==> src/rtl/ctts_pkg.sv <==
// Package for the cell-to-tetrahedra splitter: word types, cell type codes
// and the constant face tables. No dependencies.
package ctts_pkg;

	// Default point id width
	localparam int ID_BITS_DEF = 32;

	// Cell type codes
	localparam logic [1:0] TYPE_PRISM   = 2'd0;
	localparam logic [1:0] TYPE_PYRAMID = 2'd1;
	localparam logic [1:0] TYPE_HEX     = 2'd2;
	localparam logic [1:0] TYPE_BAD     = 2'd3;

	// Input word: one volume cell
	typedef struct packed {
		logic [1:0]  cell_type;
		logic [31:0] corner_0;
		logic [31:0] corner_1;
		logic [31:0] corner_2;
		logic [31:0] corner_3;
		logic [31:0] corner_4;
		logic [31:0] corner_5;
		logic [31:0] corner_6;
		logic [31:0] corner_7;
		logic [31:0] apex_point;
		logic [31:0] region_ref;
	} cell_t;

	// Output word: one tetrahedron
	typedef struct packed {
		logic [31:0] tet_number;
		logic [31:0] tet_a;
		logic [31:0] tet_b;
		logic [31:0] tet_c;
		logic [31:0] tet_d;
		logic [31:0] tet_ref;
		logic        last_of_cell;
		logic        bad_type;
	} tet_t;

	// Corner indices of each boundary face, by cell type and face.
	// The unsupported type has no faces; its row is never walked.
	localparam logic [2:0] FACE_TAB [4][6][4] = '{
		'{ '{3'd0, 3'd2, 3'd1, 3'd0}, '{3'd3, 3'd4, 3'd5, 3'd0},
		   '{3'd0, 3'd1, 3'd4, 3'd3}, '{3'd1, 3'd2, 3'd5, 3'd4},
		   '{3'd2, 3'd0, 3'd3, 3'd5}, '{3'd0, 3'd0, 3'd0, 3'd0} },
		'{ '{3'd0, 3'd3, 3'd2, 3'd1}, '{3'd0, 3'd1, 3'd4, 3'd0},
		   '{3'd1, 3'd2, 3'd4, 3'd0}, '{3'd2, 3'd3, 3'd4, 3'd0},
		   '{3'd3, 3'd0, 3'd4, 3'd0}, '{3'd0, 3'd0, 3'd0, 3'd0} },
		'{ '{3'd0, 3'd3, 3'd2, 3'd1}, '{3'd4, 3'd5, 3'd6, 3'd7},
		   '{3'd0, 3'd1, 3'd5, 3'd4}, '{3'd1, 3'd2, 3'd6, 3'd5},
		   '{3'd2, 3'd3, 3'd7, 3'd6}, '{3'd3, 3'd0, 3'd4, 3'd7} },
		'{ '{3'd0, 3'd0, 3'd0, 3'd0}, '{3'd0, 3'd0, 3'd0, 3'd0},
		   '{3'd0, 3'd0, 3'd0, 3'd0}, '{3'd0, 3'd0, 3'd0, 3'd0},
		   '{3'd0, 3'd0, 3'd0, 3'd0}, '{3'd0, 3'd0, 3'd0, 3'd0} }
	};

	// Face is a quad (1) or a triangle (0)
	localparam logic FACE_QUAD [4][6] = '{
		'{1'b0, 1'b0, 1'b1, 1'b1, 1'b1, 1'b0},
		'{1'b1, 1'b0, 1'b0, 1'b0, 1'b0, 1'b0},
		'{1'b1, 1'b1, 1'b1, 1'b1, 1'b1, 1'b1},
		'{1'b0, 1'b0, 1'b0, 1'b0, 1'b0, 1'b0}
	};

	// Index of the last face of each cell type
	localparam logic [2:0] FACE_LAST [4] = '{3'd4, 3'd4, 3'd5, 3'd0};

endpackage

==> src/rtl/cell_to_tetra_split.sv <==
// Cell-to-tetrahedra splitter. A cell word is taken when the block is idle;
// the block then raises cell_stall and walks the cell's face table, one face
// step per cycle, producing one tetrahedron word per cycle while the output
// register is free: 8 words for a prism, 6 for a pyramid, 12 for a
// hexahedron, 1 for an unsupported type (a single error word). The next cell
// is taken in the cycle after the last word is loaded. The pace is set by
// the single diagonal compare unit and the single output register, which each
// handle one tetrahedron per cycle; output stalls stretch it one for one.
// Point ids are kept to min(ID_BITS, 32) bits and zero-extended on output.
module cell_to_tetra_split #(
	parameter int ID_BITS = ctts_pkg::ID_BITS_DEF
) (
	input  logic           clk,
	input  logic           arst_n,
	input  logic           cell_valid,
	output logic           cell_stall,
	input  ctts_pkg::cell_t cell_word,
	output logic           tet_valid,
	input  logic           tet_stall,
	output ctts_pkg::tet_t  tet
);

	localparam int IdW = (ID_BITS < 32) ? ID_BITS : 32;

	// Sequencer control
	logic        busy_q;
	logic [2:0]  face_q;
	logic        half_q;
	logic [31:0] cnt_q;
	logic        tet_valid_q;

	// Cell payload
	logic [1:0]               type_q;
	logic [7:0][IdW-1:0]      corners_q;
	logic [IdW-1:0]           apex_q;
	logic [31:0]              ref_q;
	logic                     flip_q;
	ctts_pkg::tet_t           tet_q;

	// Step logic
	logic [2:0]     sel_a;
	logic [2:0]     sel_b;
	logic [2:0]     sel_c;
	logic [2:0]     sel_d;
	logic [IdW-1:0] id_a;
	logic [IdW-1:0] id_b;
	logic [IdW-1:0] id_c;
	logic [IdW-1:0] id_d;
	logic           ac_lower;
	logic           quad;
	logic           pick_ac;
	logic [IdW-1:0] v1;
	logic [IdW-1:0] v2;
	logic [IdW-1:0] v3;
	logic           face_done;
	logic           last;
	logic           take;
	logic           adv;
	logic [31:0]    cnt_nxt;
	ctts_pkg::tet_t step_word;

	assign cell_stall = busy_q;
	assign tet_valid  = tet_valid_q;
	assign tet        = tet_q;

	assign take    = cell_valid && !busy_q;
	assign adv     = busy_q && (!tet_valid_q || !tet_stall);
	assign cnt_nxt = cnt_q + 32'd1;

	// Fetch the current face's corners
	assign sel_a = ctts_pkg::FACE_TAB[type_q][face_q][0];
	assign sel_b = ctts_pkg::FACE_TAB[type_q][face_q][1];
	assign sel_c = ctts_pkg::FACE_TAB[type_q][face_q][2];
	assign sel_d = ctts_pkg::FACE_TAB[type_q][face_q][3];
	assign id_a  = corners_q[sel_a];
	assign id_b  = corners_q[sel_b];
	assign id_c  = corners_q[sel_c];
	assign id_d  = corners_q[sel_d];

	ctts_diag_cmp #(
		.W(IdW)
	) u_cmp (
		.a    (id_a),
		.b    (id_b),
		.c    (id_c),
		.d    (id_d),
		.lower(ac_lower)
	);

	// Pick the three face vertices of this step's tetrahedron
	always_comb begin
		quad    = ctts_pkg::FACE_QUAD[type_q][face_q];
		pick_ac = half_q ? flip_q : ac_lower;
		if (!quad) begin
			v1 = id_a;
			v2 = id_b;
			v3 = id_c;
		end else if (pick_ac) begin
			v1 = id_a;
			v2 = half_q ? id_c : id_b;
			v3 = half_q ? id_d : id_c;
		end else begin
			v1 = id_b;
			v2 = half_q ? id_d : id_c;
			v3 = half_q ? id_a : id_d;
		end
		face_done = !quad || half_q;
		last      = face_done && (face_q == ctts_pkg::FACE_LAST[type_q]);
	end

	// Build the word for this step
	always_comb begin
		if (type_q == ctts_pkg::TYPE_BAD) begin
			step_word              = '0;
			step_word.last_of_cell = 1'b1;
			step_word.bad_type     = 1'b1;
		end else begin
			step_word.tet_number   = cnt_nxt;
			step_word.tet_a        = 32'(apex_q);
			step_word.tet_b        = 32'(v1);
			step_word.tet_c        = 32'(v2);
			step_word.tet_d        = 32'(v3);
			step_word.tet_ref      = ref_q;
			step_word.last_of_cell = last;
			step_word.bad_type     = 1'b0;
		end
	end

	// Sequencer: take a cell, advance face by face, release on the last word
	always_ff @(posedge clk or negedge arst_n) begin
		if (!arst_n) begin
			busy_q      <= 1'b0;
			face_q      <= 3'd0;
			half_q      <= 1'b0;
			cnt_q       <= 32'd0;
			tet_valid_q <= 1'b0;
		end else begin
			// Raise valid on a new word, drop it once the word is taken
			if (adv) begin
				tet_valid_q <= 1'b1;
			end else if (!tet_stall) begin
				tet_valid_q <= 1'b0;
			end
			if (take) begin
				busy_q <= 1'b1;
				face_q <= 3'd0;
				half_q <= 1'b0;
			end else if (adv) begin
				if (type_q == ctts_pkg::TYPE_BAD) begin
					busy_q <= 1'b0;
				end else begin
					cnt_q <= cnt_nxt;
					if (last) begin
						busy_q <= 1'b0;
					end else if (face_done) begin
						face_q <= 3'(face_q + 3'd1);
						half_q <= 1'b0;
					end else begin
						half_q <= 1'b1;
					end
				end
			end
		end
	end

	// Hold the cell and the output word
	always_ff @(posedge clk) begin
		if (take) begin
			type_q       <= cell_word.cell_type;
			corners_q[0] <= cell_word.corner_0[IdW-1:0];
			corners_q[1] <= cell_word.corner_1[IdW-1:0];
			corners_q[2] <= cell_word.corner_2[IdW-1:0];
			corners_q[3] <= cell_word.corner_3[IdW-1:0];
			corners_q[4] <= cell_word.corner_4[IdW-1:0];
			corners_q[5] <= cell_word.corner_5[IdW-1:0];
			corners_q[6] <= cell_word.corner_6[IdW-1:0];
			corners_q[7] <= cell_word.corner_7[IdW-1:0];
			apex_q       <= cell_word.apex_point[IdW-1:0];
			ref_q        <= cell_word.region_ref;
		end
		if (adv) begin
			tet_q <= step_word;
			if (!half_q) begin
				flip_q <= ac_lower;
			end
		end
	end

endmodule

==> src/rtl/ctts_diag_cmp.sv <==
// Diagonal compare unit of the cell-to-tetrahedra splitter, shared by all
// quad faces. Standalone; no package use.
module ctts_diag_cmp #(
	parameter int W = 32
) (
	input  logic [W-1:0] a,
	input  logic [W-1:0] b,
	input  logic [W-1:0] c,
	input  logic [W-1:0] d,
	output logic         lower
);

	logic [W-1:0] ac_lo;
	logic [W-1:0] ac_hi;
	logic [W-1:0] bd_lo;
	logic [W-1:0] bd_hi;

	// Sort each diagonal, then compare the pairs smaller member first
	always_comb begin
		ac_lo = (a < c) ? a : c;
		ac_hi = (a < c) ? c : a;
		bd_lo = (b < d) ? b : d;
		bd_hi = (b < d) ? d : b;
		lower = (ac_lo < bd_lo) || ((ac_lo == bd_lo) && (ac_hi < bd_hi));
	end

endmodule

==> config.mk <==
export PLATFORM = sky130hd
export DESIGN_NAME = cell_to_tetra_split
export DESIGN_NICKNAME = d
export VERILOG_FILES = /design/src/rtl/ctts_pkg.sv /design/src/rtl/cell_to_tetra_split.sv /design/src/rtl/ctts_diag_cmp.sv
export SDC_FILE = /design/constraint.sdc
export NUM_CORES = 2
export LEC_CHECK = 0
export ABC_AREA = 1
export BUFFER_PORTS_ARGS = -buffer_cell sky130_fd_sc_hd__buf_4
export CAP_MARGIN = 30
export CORE_MARGIN = 4
export CORE_UTILIZATION = 30
export DETAILED_ROUTE_END_ITERATION = 6
export HOLD_SLACK_MARGIN = 0.12
export PLACE_DENSITY_LB_ADDON = 0.15
export SLEW_MARGIN = 10
export SYNTH_ARGS = -nofsm -noshare
export SYNTH_HDL_FRONTEND = slang
export SYNTH_SLANG_ARGS = --single-unit
export TNS_END_PERCENT = 50
==> constraint.sdc <==
create_clock -name clk -period 20.7 [get_ports clk]
set_clock_uncertainty 0.05 [all_clocks]
set_input_delay 1.035 -clock clk [delete_from_list [all_inputs] [get_ports clk]]
set_output_delay 1.035 -clock clk [all_outputs]
set_load 0.05 [all_outputs]
==> flow_metrics.env <==
export IMPL_clock_sinks=555
export IMPL_cp_arrival_ns=10.86
export IMPL_final_max_slew_viol_count=0
export IMPL_die_area_um2=122000
export IMPL_r2r_start="type_q[0]"
export IMPL_via_per_inst=5.26
export IMPL_die_height_um=349
export IMPL_hp_class="input port to asynchronous set/reset pin"
export IMPL_cts_htree_levels=3
export IMPL_synth_cell_area_um2=34800
export IMPL_cts_buffers=70
export IMPL_outcome="finished, final reports clean"
export IMPL_num_rows=124
export IMPL_nFillCells=12000
export IMPL_finalSetupViolCount=0
export IMPL_hpwl_um=110000
export IMPL_cts_hold_fix_buffers=0
export IMPL_syn_inst=4376
export IMPL_max_stage_delay_ns=0.79
export IMPL_ff2ff_path_depth=36
export IMPL_place_gp_congestion=0.952
export IMPL_crit_required_ns=21.03
export IMPL_grt_pass1_vias=30600
export IMPL_dp_cells=6195
export IMPL_crit_type="register to register"
export IMPL_clockRootBuffer="clkbuf_16"
export IMPL_cts_resized=0
export IMPL_period_share=0.509
export IMPL_dr_total_vias=33300
export IMPL_min_period_ns=10.53
export IMPL_ff_latch_area_um2=16500
export IMPL_cap_violations=0
export IMPL_die_width_um=349
export IMPL_area_growth_pct=22.2
export IMPL_cts_buffer_depth=3
export IMPL_dr_pass1_iters=6
export IMPL_r2r_end="tet[129]"
export IMPL_num_io_pins=522
export IMPL_drt_wl_total_um=150000
export IMPL_crit_slowest_cell="buf_4"
export IMPL_design_core_area_um2=115000
export IMPL_start_util=0.303
export IMPL_clk_pin_slew_ns=0.06
export IMPL_drt_iter0_markers=4454
export IMPL_io_buffer_count=521
export IMPL_postSynth_asyncResetShare=0.0685
export IMPL_grt_max_degree=121
export IMPL_yosys_register_bits=555
export IMPL_startpoint_type="register"
export IMPL_cts_tree="yes"
export IMPL_clk_latency_ns=0.66
export IMPL_reg2reg_slack_ns=10.17
export IMPL_grt_usage=0.238
export IMPL_avgSynthCellArea_um2=7.96
export IMPL_slew_headroom=0.279
export IMPL_final_antenna_net_count=0
export IMPL_synth_seq_area_share=0.473
export IMPL_layout_drive_gt1_share=0.158
export IMPL_worstPathMaxFanout=84
export IMPL_hold_viol=0
export IMPL_ys_warn_count=0
export IMPL_max_freq_mhz=95.0
export IMPL_fin_util=0.371
export IMPL_worstSetupEndpointType="register"
export IMPL_postCtsSetupRepairBufs=0
export IMPL_drcViolationCount=0
export IMPL_final_cells=6335
export IMPL_overflow=0
export IMPL_rsz0062_at_grt="no"
export IMPL_synth_edf_count=517
export IMPL_ys_flop_type="edfxtp_1"
export IMPL_multi_input_area_um2=15500
export IMPL_post_drt_wl_per_cell_um=23.7
export IMPL_grt_first_pass_wirelength_um=214000
export IMPL_grt_antenna_before_repair=6
export IMPL_syn_nets=4835
export IMPL_fin_nets=5219
export IMPL_synth_cell_types=48
export IMPL_worst_slew_pin_slew_ns=1.07
export IMPL_finalSetupTns_ns=0
-- cell families after synthesis --
| logic type | synth area share |
|---|---|
| AOI/OAI and AO/OA | 0.182 |
| xor gates and xnor gates | 0.00679 |
| adders and majority gates | 0.0478 |
| buffers and inverters | 0.0851 |
| DFF | 0.473 |
| and+or+nand+nor | 0.205 |
-- per-layer routing --
layer,up-vias,GRT usage,share of wire
met5,-,0,0
met4,0,0.0721,0.031
met3,188,0.0460,0.096
met2,1760,0.348,0.42
met1,15700,0.353,0.45
li1,15600,-,-
-- synth_stat cells (4+ instances only) --
library cell	count	area, um^2
xor2_1	24	210
buf_1	49	184
buf_2	22	110
o31ai_1	5	37.5
o21ai_0	583	2920
a32o_1	65	651
nor3_1	16	80.1
nor2_1	254	953
buf_6	4	45.0
nand3_1	238	1190
clkbuf_1	210	788
ha_1	133	1660
nand2_1	1226	4600
a31oi_1	31	194
nand4_1	10	62.6
o21bai_1	4	30.0
a21oi_1	290	1450
edfxtp_1	517	15500
o22ai_1	4	25.0
inv_1	465	1750
nor4_1	10	62.6
nand2_2	11	68.8
inv_2	13	48.8
o211ai_1	75	563
dfrtp_1	38	951
o221ai_1	24	210
a211oi_1	10	75.1
o21a_1	7	52.6
buf_4	5	37.5
-- worst max path at each step --
| stage | end | cells after the start | startpoint |
|---|---|---|---|
| after floorplan | apex_q[0] | 2 | cell_valid |
| after global placement | tet[100] | 33 | type_q[0] |
| after detailed placement | tet[99] | 36 | type_q[0] |
| after CTS | tet[99] | 36 | type_q[0] |
| after global routing | tet[112] | 37 | type_q[0] |
| final | tet[129] | 36 | type_q[0] |
-- flip-flops by register name (all words and copies together) (netlist names), 2 cells and up --
| name | flops |
|---|---|
| apex_q | 32 |
| cnt_q | 32 |
| corners_q | 256 |
| face_q | 3 |
| ref_q | 32 |
| tet | 194 |
| type_q | 2 |
-- cell usage in the layout, fill, tap and decap left out, types with 9 or more instances in the layout --
cell          n
clkbuf_1     14
a211oi_1     10
xor2_1       24
buf_4       594
o211ai_1     75
edfxtp_1    517
o21ai_0     580
ha_1        132
clkinv_2      9
nand2_4       9
inv_1       456
a21oi_1     290
dfrtp_1      37
nor3_1       16
nand3_1     238
inv_2        19
nand4_1      10
clkinv_1     10
nor4_1       10
a31oi_1      31
clkbuf_16    70
o221ai_1     24
a32o_1       65
nand2_1    1222
nor2_1      251
-- critical path: cells and delay by family (launching register included) --
| kind | cells | cell delay, ns |
|---|---|---|
| buffers and inverters | 7 | 3.02 |
| AO/OA/AOI/OAI | 9 | 1.99 |
| adder cells (fa/ha/maj) | 3 | 1.09 |
| AND/OR/NAND/NOR | 17 | 3.51 |
| flip-flops | 1 | 0.48 |
-- stage by stage --
| stage | cell area (um^2) | worst slack [ns] | hold WS (ns) |
|---|---|---|---|
| 2_1_floorplan | 34800 | 5.11 | 0.422 |
| 3_3_place_gp | 40100 | 10.49 | 0.435 |
| 3_5_place_dp | 40200 | 10.38 | 0.445 |
| 5_1_grt | 42600 | 9.36 | 0.367 |
| 4_1_cts | 42500 | 10.35 | 0.345 |
| 6_report | 42600 | 10.17 | 0.343 |
-- layout make-up --
| type | count | area share |
|---|---|---|
| multi-input cells | 3052 | 0.364 |
| clock inverters | 42 | 0.0124 |
| well taps | 1512 | 0.0444 |
| diodes | 7 | 0.000411 |
| repair buffers | 602 | 0.106 |
| inverters | 479 | 0.0424 |
| flip-flops and latches | 555 | 0.387 |
| clock buffers | 86 | 0.0430 |
Power is left out: the tool's default activity adds up to more than one toggle a clock period on the data nets, which glitch-free logic cannot reach.
